## src/hw/rtl/positional_list_engine_macros.svh

```systemverilog
// assertion macros for the positional list engine
// each macro expects clk and rst in scope of the module that uses it
`ifndef POSITIONAL_LIST_ENGINE_MACROS_SVH
`define POSITIONAL_LIST_ENGINE_MACROS_SVH

// property that holds at every edge outside reset
`define PLE_ASSERT_ALWAYS(lbl, expr) \
  lbl: assert property (@(posedge clk) disable iff (rst) (expr)) \
    else $error("ple check failed");

// same-cycle implication
`define PLE_ASSERT_IMPL(lbl, ante, cons) \
  lbl: assert property (@(posedge clk) disable iff (rst) (ante) |-> (cons)) \
    else $error("ple check failed");

// next-cycle implication
`define PLE_ASSERT_NEXT(lbl, ante, cons) \
  lbl: assert property (@(posedge clk) disable iff (rst) (ante) |=> (cons)) \
    else $error("ple check failed");

`endif

```

## src/hw/rtl/ple_pkg.sv

```systemverilog
// shared types and codes for the positional list engine
// no dependencies
`timescale 1ns / 1ps

package ple_pkg;

  localparam int MODE_W = 3;
  localparam int POS_W  = 7;
  localparam int DATA_W = 32;
  localparam int STAT_W = 2;

  localparam logic [MODE_W-1:0] MODE_INSERT = 3'd0;
  localparam logic [MODE_W-1:0] MODE_DELETE = 3'd1;
  localparam logic [MODE_W-1:0] MODE_READ   = 3'd2;
  localparam logic [MODE_W-1:0] MODE_FIND   = 3'd3;
  localparam logic [MODE_W-1:0] MODE_CLEAR  = 3'd4;

  localparam logic [STAT_W-1:0] ST_DONE     = 2'd0;
  localparam logic [STAT_W-1:0] ST_RANGE    = 2'd1;
  localparam logic [STAT_W-1:0] ST_FULL     = 2'd2;
  localparam logic [STAT_W-1:0] ST_NOTFOUND = 2'd3;

  typedef enum logic [2:0] {
    CMD_NONE,
    CMD_INS,
    CMD_DEL,
    CMD_READ,
    CMD_FIND
  } cell_cmd_t;

  typedef struct packed {
    logic [MODE_W-1:0]        mode;
    logic [POS_W-1:0]         position;
    logic signed [DATA_W-1:0] value;
  } req_t;

  typedef struct packed {
    logic [STAT_W-1:0]        status;
    logic signed [DATA_W-1:0] read_value;
    logic [POS_W-1:0]         found_position;
    logic [POS_W-1:0]         length;
    logic                     empty_res;
  } res_t;

  // broadcast to every cell of the chain
  typedef struct packed {
    cell_cmd_t                cmd;
    logic signed [DATA_W-1:0] value;
  } cell_ctl_t;

endpackage

```

## src/hw/rtl/ple_cell.sv

```systemverilog
// one storage cell of the list chain: holds one entry and a match flag
// depends on ple_pkg
`timescale 1ns / 1ps

module ple_cell #(
  parameter int IDX = 0,
  parameter int IW  = 6,
  parameter int CW  = 7
) (
  input  logic                             clk,
  input  logic                             rst,
  input  ple_pkg::cell_ctl_t               ctl,
  input  logic [IW-1:0]                    idx,
  input  logic [CW-1:0]                    cnt,
  input  logic signed [ple_pkg::DATA_W-1:0] prev_entry,
  input  logic signed [ple_pkg::DATA_W-1:0] next_entry,
  output logic signed [ple_pkg::DATA_W-1:0] entry,
  output logic                             hit
);
  import ple_pkg::*;

  logic signed [DATA_W-1:0] entry_next;
  logic                     hit_next;
  logic                     at_idx;
  logic                     past_idx;
  logic                     in_list;

  always_comb begin
    at_idx     = (IW'(IDX) == idx);
    past_idx   = (IW'(IDX) > idx);
    in_list    = (CW'(IDX) < cnt);
    entry_next = entry;
    // flag holds while no word is taken, so a stalled result still sees it
    hit_next   = (ctl.cmd == CMD_NONE) ? hit : 1'b0;
    case (ctl.cmd)
      CMD_INS: begin
        if (at_idx) begin
          entry_next = ctl.value;
        end else if (past_idx) begin
          entry_next = prev_entry;
        end
      end
      CMD_DEL: begin
        if (at_idx || past_idx) begin
          entry_next = next_entry;
        end
      end
      CMD_READ: hit_next = at_idx;
      CMD_FIND: hit_next = in_list && (entry == ctl.value);
      default: ;
    endcase
  end

  always_ff @(posedge clk) begin
    entry <= entry_next;
    if (rst) begin
      hit <= 1'b0;
    end else begin
      hit <= hit_next;
    end
  end

endmodule

```

## config.mk

```make
export PLATFORM = sky130hd
export DESIGN_NAME = ple_cell
export DESIGN_NICKNAME = d
export VERILOG_FILES = /design/src/hw/rtl/positional_list_engine_macros.svh /design/src/hw/rtl/ple_pkg.sv /design/src/hw/rtl/ple_cell.sv
export SDC_FILE = /design/constraint.sdc
export NUM_CORES = 1
export LEC_CHECK = 0
export BUFFER_PORTS_ARGS = -buffer_cell sky130_fd_sc_hd__buf_4
export CORE_ASPECT_RATIO = 0.75
export CORE_MARGIN = 2
export CORE_UTILIZATION = 42
export CTS_CLUSTER_DIAMETER = 30
export CTS_CLUSTER_SIZE = 20
export DETAILED_ROUTE_END_ITERATION = 10
export PLACE_DENSITY = 0.89
export SLEW_MARGIN = 0
export SYNTH_ARGS = -nofsm -noshare
export SYNTH_HDL_FRONTEND = slang
export SYNTH_SLANG_ARGS = --single-unit
export TNS_END_PERCENT = 10
```

## constraint.sdc

```tcl
create_clock -name clk -period 4.65 [get_ports clk]
set_input_delay 0.465 -clock clk [delete_from_list [all_inputs] [get_ports clk]]
set_output_delay 0.465 -clock clk [all_outputs]
set_load 0.01 [all_outputs]
```

-- Word level (Yosys, flattened, before mapping)
Cells that the tools add are included.
W data, S select, Z words.
- flip-flop bits (word level): 33
- input port bits: 114
- output and inout bits: 33
- logic and storage cells: 24
- $lt $le $gt $ge: 2
- eq/ne operators: 8
- mux-type cells: 6
- reduce and logical (&&, ||, !) cells: 6
- operators with widths (operator ; number):
    $mux W32 ; 3
    $pmux W32 S2 ; 1
    $eq A32 B32 Y1 ; 1
    $lt A1 B7 Y1 const A ; 1
    $eq A3 B2 Y1 const B ; 2
    $gt A1 B6 Y1 const A ; 1
    $logic_not A6 Y1 ; 1
    $eq A3 B1 Y1 const B ; 1
    $eq A3 B3 Y1 const B ; 1
    $logic_not A3 Y1 ; 1
    $ne A3 B1 Y1 const B ; 1
    $ne A3 B3 Y1 const B ; 1
    $reduce_and A3 Y1 ; 1
    $ne A2 B2 Y1 const B ; 1
    $pmux W1 S2 ; 1
    $reduce_bool A2 Y1 ; 1
    $logic_and A1 B1 Y1 ; 1
    $logic_or A1 B1 Y1 ; 1
    $mux W1 ; 1

-- Longest topological paths before layout
- depth in word-level cells: 4
- depth in mapped cells: 5
- depth with buffers taken out: 4

-- Worst setup path after synthesis
OpenSTA, ideal clock, no wires.
- path kind: input to register
- from: input port idx[3]
- to: register entry[0] (netlist name), enable pin
- library setup time: 0.461 ns
- arrival time: 3.325 ns
- required time: 4.189 ns
- setup slack: 0.864 ns
- cell stages on the path: 4
- buffers on the path: 1
- cells stage by stage: nor4_4 nand2_4 buf_6 nor3_1
- cells in the longest elaborated chain, start to end: 4
- elaborated cells on any way between the ends: 6
- classes of those cells: order compare (1); eq/ne (2); reduce/logical (3)
- RTL lines (item ; RTL line ; RTL):
    from (decl) ; ple_cell.sv:13 ; input logic [IW-1:0] idx,
    $gt A1 B6 Y1 / $logic_not A6 Y1 (equally long branches) ; ple_cell.sv:30, ple_cell.sv:29 ;
    $logic_or A1 B1 Y1 ; ple_cell.sv:44 ; if (at_idx || past_idx) begin
    $ne A2 B2 Y1 (no source line) ; n/a ;
    $reduce_and A3 Y1 (no source line) (*) ; n/a ;
    to (signal assigned) ; ple_cell.sv:55 ; entry <= entry_next;
    to (decl) ; ple_cell.sv:17 ; output logic signed [ple_pkg::DATA_W-1:0] entry,
Mark *: on every way between the ends. The rest lies on a longest branch, timed or not.
A chain may end at the register's enable or synchronous reset.

-- Worst setup path in the final report
- from: input port ctl[32] (netlist name)
- to: register entry[1] (netlist name) (data pin)
- cells in the longest elaborated chain, start to end: 2
- elaborated cells on any way between the ends: 3
- classes of those cells: eq/ne (2); mux (1)
- RTL lines (item ; RTL line ; RTL):
    from (decl) ; ple_cell.sv:12 ; input ple_pkg::cell_ctl_t ctl,
    $eq A3 B2 Y1 / $eq A3 B1 Y1 (equally long branches) ; ple_cell.sv:35 ; case (ctl.cmd)
    $pmux W32 S2 (*) ; ple_cell.sv:35 ;
    named net entry_next[1] ; ple_cell.sv:22 ; logic signed [DATA_W-1:0] entry_next;
Mark *: on every way through the listed nets, which the timed path passes. The rest lies on a longest branch.

==> summary.md <==
| Metric | Value |
|---|---|
| Power per Cell Area | `200 nW/um2` |
| Min-delay worst type | `in2reg` |
| Cell taking the most area after synthesis | `edfxtp_1` |
| Final wirelength | `approximately 6000 um` |
| Wirelength per Cell | `14.9 um` |
| Final worst path period share | `44.6%` |
| Post-CTS setup buffers | `0` |
| Post-synth EDFFs | `32` |
| Grt met1 use | `26.4%` |
| Row count | `22` |
| Critical Path RT | `4.66 ns` |
| Hold Path Stages | `3` |
| Hold Fails Final Rpt | `0` |
| Half-perimeter wire length after detailed placement | `4870 um` |
| Worst Tran Pin Value | `between 1 and 1.5 ns` |
| Gr busiest metal | `met2` |
| First-pass GRT wire length | `roughly 9200 um` |
| Final setup viols | `0` |
| Clock Path Buffers | `2` |
| Grt met3 use | `under 10%` |
| Io pins | `147` |
| Synth async-reset ratio | `0%` |
| Minimum clock period | `2.07 ns` |
| Sink Count | `33` |
| Core ar. | `4870 um2` |
| Vias post-DR | `1959` |
| Area delta synth->final | `57.0%` |
| Setup CP Type | `in2reg` |
| Critical Path Sink Type | `flip-flop` |
| Htree depth | `2` |
| Synth area leaders | `edfxtp_1 (45%), mux2i_1 (15%), xor2_1 (13%), o21ai_1 (6.9%), nand2_1 (6.0%)` |
| Synth Instances | `196` |
| LEAKAGE | `0.00160 uW` |
| Post-CTS sizing | `0` |
| Syn. warnings | `0` |
| Worst VDD drop | `between 0.1 and 0.15 mV` |
| End of the critical path | `entry[1]` |
| Worst Setup SP | `ctl[32]` |
| Share of cells above drive strength 1 | `46.2%` |
| Clock Skew | `0.00465 ns` |
| Top_reg_cell synth | `edfxtp_1` |
| Top-count cell post-synth | `nand2_1` |
| Reg2Reg Depth | `4` |
| Clk_lat worst skew | `around 0.27 ns` |
| Slew HR | `28.1%` |
| Crit-path slowest cell | `nor3b_4` |
| Total of max-cap violations | `0` |
| Most common cell on crit path | `buf_4` |
| Met2 GRT Util | `37.4%` |
| Root Driver | `clkbuf_8` |
| Final #Nets | `456` |
| Status | `completed` |
| Die area | `5620 um2` |
| Worst-path clk slew | `0.06 ns` |
| CTS tree | `done` |
| Antenna violations before repair | `0` |
| Startpoint Class | `input port` |
| Placer Congestion | `just over 0.8` |
| IO Port Bufs | `146` |
| R2r startpoint | `entry[30]` |
| RSZ-0062 raised after global routing | `no` |
| Largest net degree at the start of global routing | `35` |
| Setup TNS | `0 ns` |
| Die Ht | `65.5 um` |
| Die X | `between 80 and 90 um` |
| Top post-synthesis cells by count | `nand2_1 (34), edfxtp_1 (32), mux2i_1 (32)` |
| Global route overflow | `0` |
| Vias in the first global route | `around 2000` |
| Seq/Total Area, Yosys | `between 40% and 50%` |
| Initial Util | `43.4%` |
| FMAX | `482 MHz` |
| Critical path cell sequence | `buf_4 -> nor3b_4 -> buf_4 -> o21ai_1` |
| Number of diodes | `0` |
| R2R Setup Slk | `between 3 and 4 ns` |
| Synthesis-stage register bit count | `33` |
| Slew Viols, Final | `0` |
| DR pass1 iterations | `4` |
| Initial DRC Count | `70` |
| Post-route ant nets | `0` |
| Worst flop-to-flop path endpoint | `hit` |
| Mapped Area | `2110 um2` |
| # hold bufs at CTS | `0` |
| Syn nets | `310` |
| Crit path largest cell delay | `0.88 ns` |
| Arrival time worst endpoint | `about 2.1 ns` |
| Mean Syn Cell Area | `between 10 and 15 um2` |
| Worst-path fanout max | `34` |
| GR Util All Layers | `21.4%` |
| Synth cell types | `23` |
| Residual DRC | `0` |
| Post-layout util | `68.2%` |
| Total CTS buffers | `5` |
| Synth top area share | `45.4%` |
| Avg Vias per Cell | `4.87` |
## per-layer routing
metal	part of all wire [%]	up-vias
met4	0.75	0
met2	50	84
met3	7.8	5
li1	-	1003
met5	0	-
met1	42	867
## worst min-delay path by stage
stage | end | from | slack (ns)
detailed placement | hit | hit | 0.58
CTS | entry[29] | next_entry[29] | 0.46
global route | entry[10] | next_entry[10] | 0.47
floorplan | hit | hit | 0.58
global placement | hit | hit | 0.57
finish | entry[29] | next_entry[29] | 0.46
## stage by stage
step,total power (uW),hold slack [ns],setup WS [ns],area [um2],instances
after floorplan,381,0.579,0.864,2110,196
after global placement,471,0.573,2.32,3240,395
after detailed placement,475,0.579,2.27,3240,395
after CTS,667,0.461,2.55,3320,402
after global routing,690,0.469,2.39,3320,402
final,663,0.463,2.58,3320,402
## state kept, by name, indices dropped and copies added, names as in the netlist
name and count:
hit 1, entry 32
## final cells by class
cell class,count,area [um2]
Timing Repair Buffer,148,1110
Fill cell,402,1550
Clock buffer,6,72.6
Multi-Input combinational cell,154,1080
Sequential cell,33,981
Tap cell,60,75.1
Clock inverter,1,3.75
## power breakdown
group / switching, uW / internal (uW)
sequential: 0.887 / 330
clock: 94.5 / 101
combinational: 51.3 / 85.8
## placed cells by master, fill, tap and decap left out
cell,netlist,routed
nand4_1,3,3
clkbuf_1,2,1
nor3b_4,1,1
o21ai_1,29,29
edfxtp_1,32,32
nor4_4,1,1
nor4_1,8,8
mux2i_1,32,32
o31ai_1,1,1
nand3_1,1,1
xnor2_1,2,2
xor2_1,31,31
a211o_1,1,1
nand2_1,34,34
nor2_1,1,1
nor3_1,3,2
buf_4,0,148
nor4b_1,1,1
clkbuf_8,0,5
nor3_2,0,1
nand2_4,1,1
clkinv_1,0,1
dfxtp_1,1,1
nor2_2,1,1
o21ai_0,3,3
## critical path, delay by kind of cell
kind	cells	cell delay, ns
AND/OR/NAND/NOR	1	0.88
buffers and inverters	2	0.59
AO/OA/AOI/OAI	1	0.13
## kinds of logic (layout without fill, tap and decap cells)
logic type | Yosys count | in the layout | share of synthesized area (%)
AOI/OAI and AO/OA | 34 | 34 | 8.34
xor gates and xnor gates | 33 | 33 | 13.7
buffers and inverters | 9 | 155 | 2.90
DFF | 33 | 33 | 46.4
muxes | 32 | 32 | 15.1
and+or+nand+nor | 55 | 55 | 13.6
Note: power is estimated with default switching activity, not from simulation.
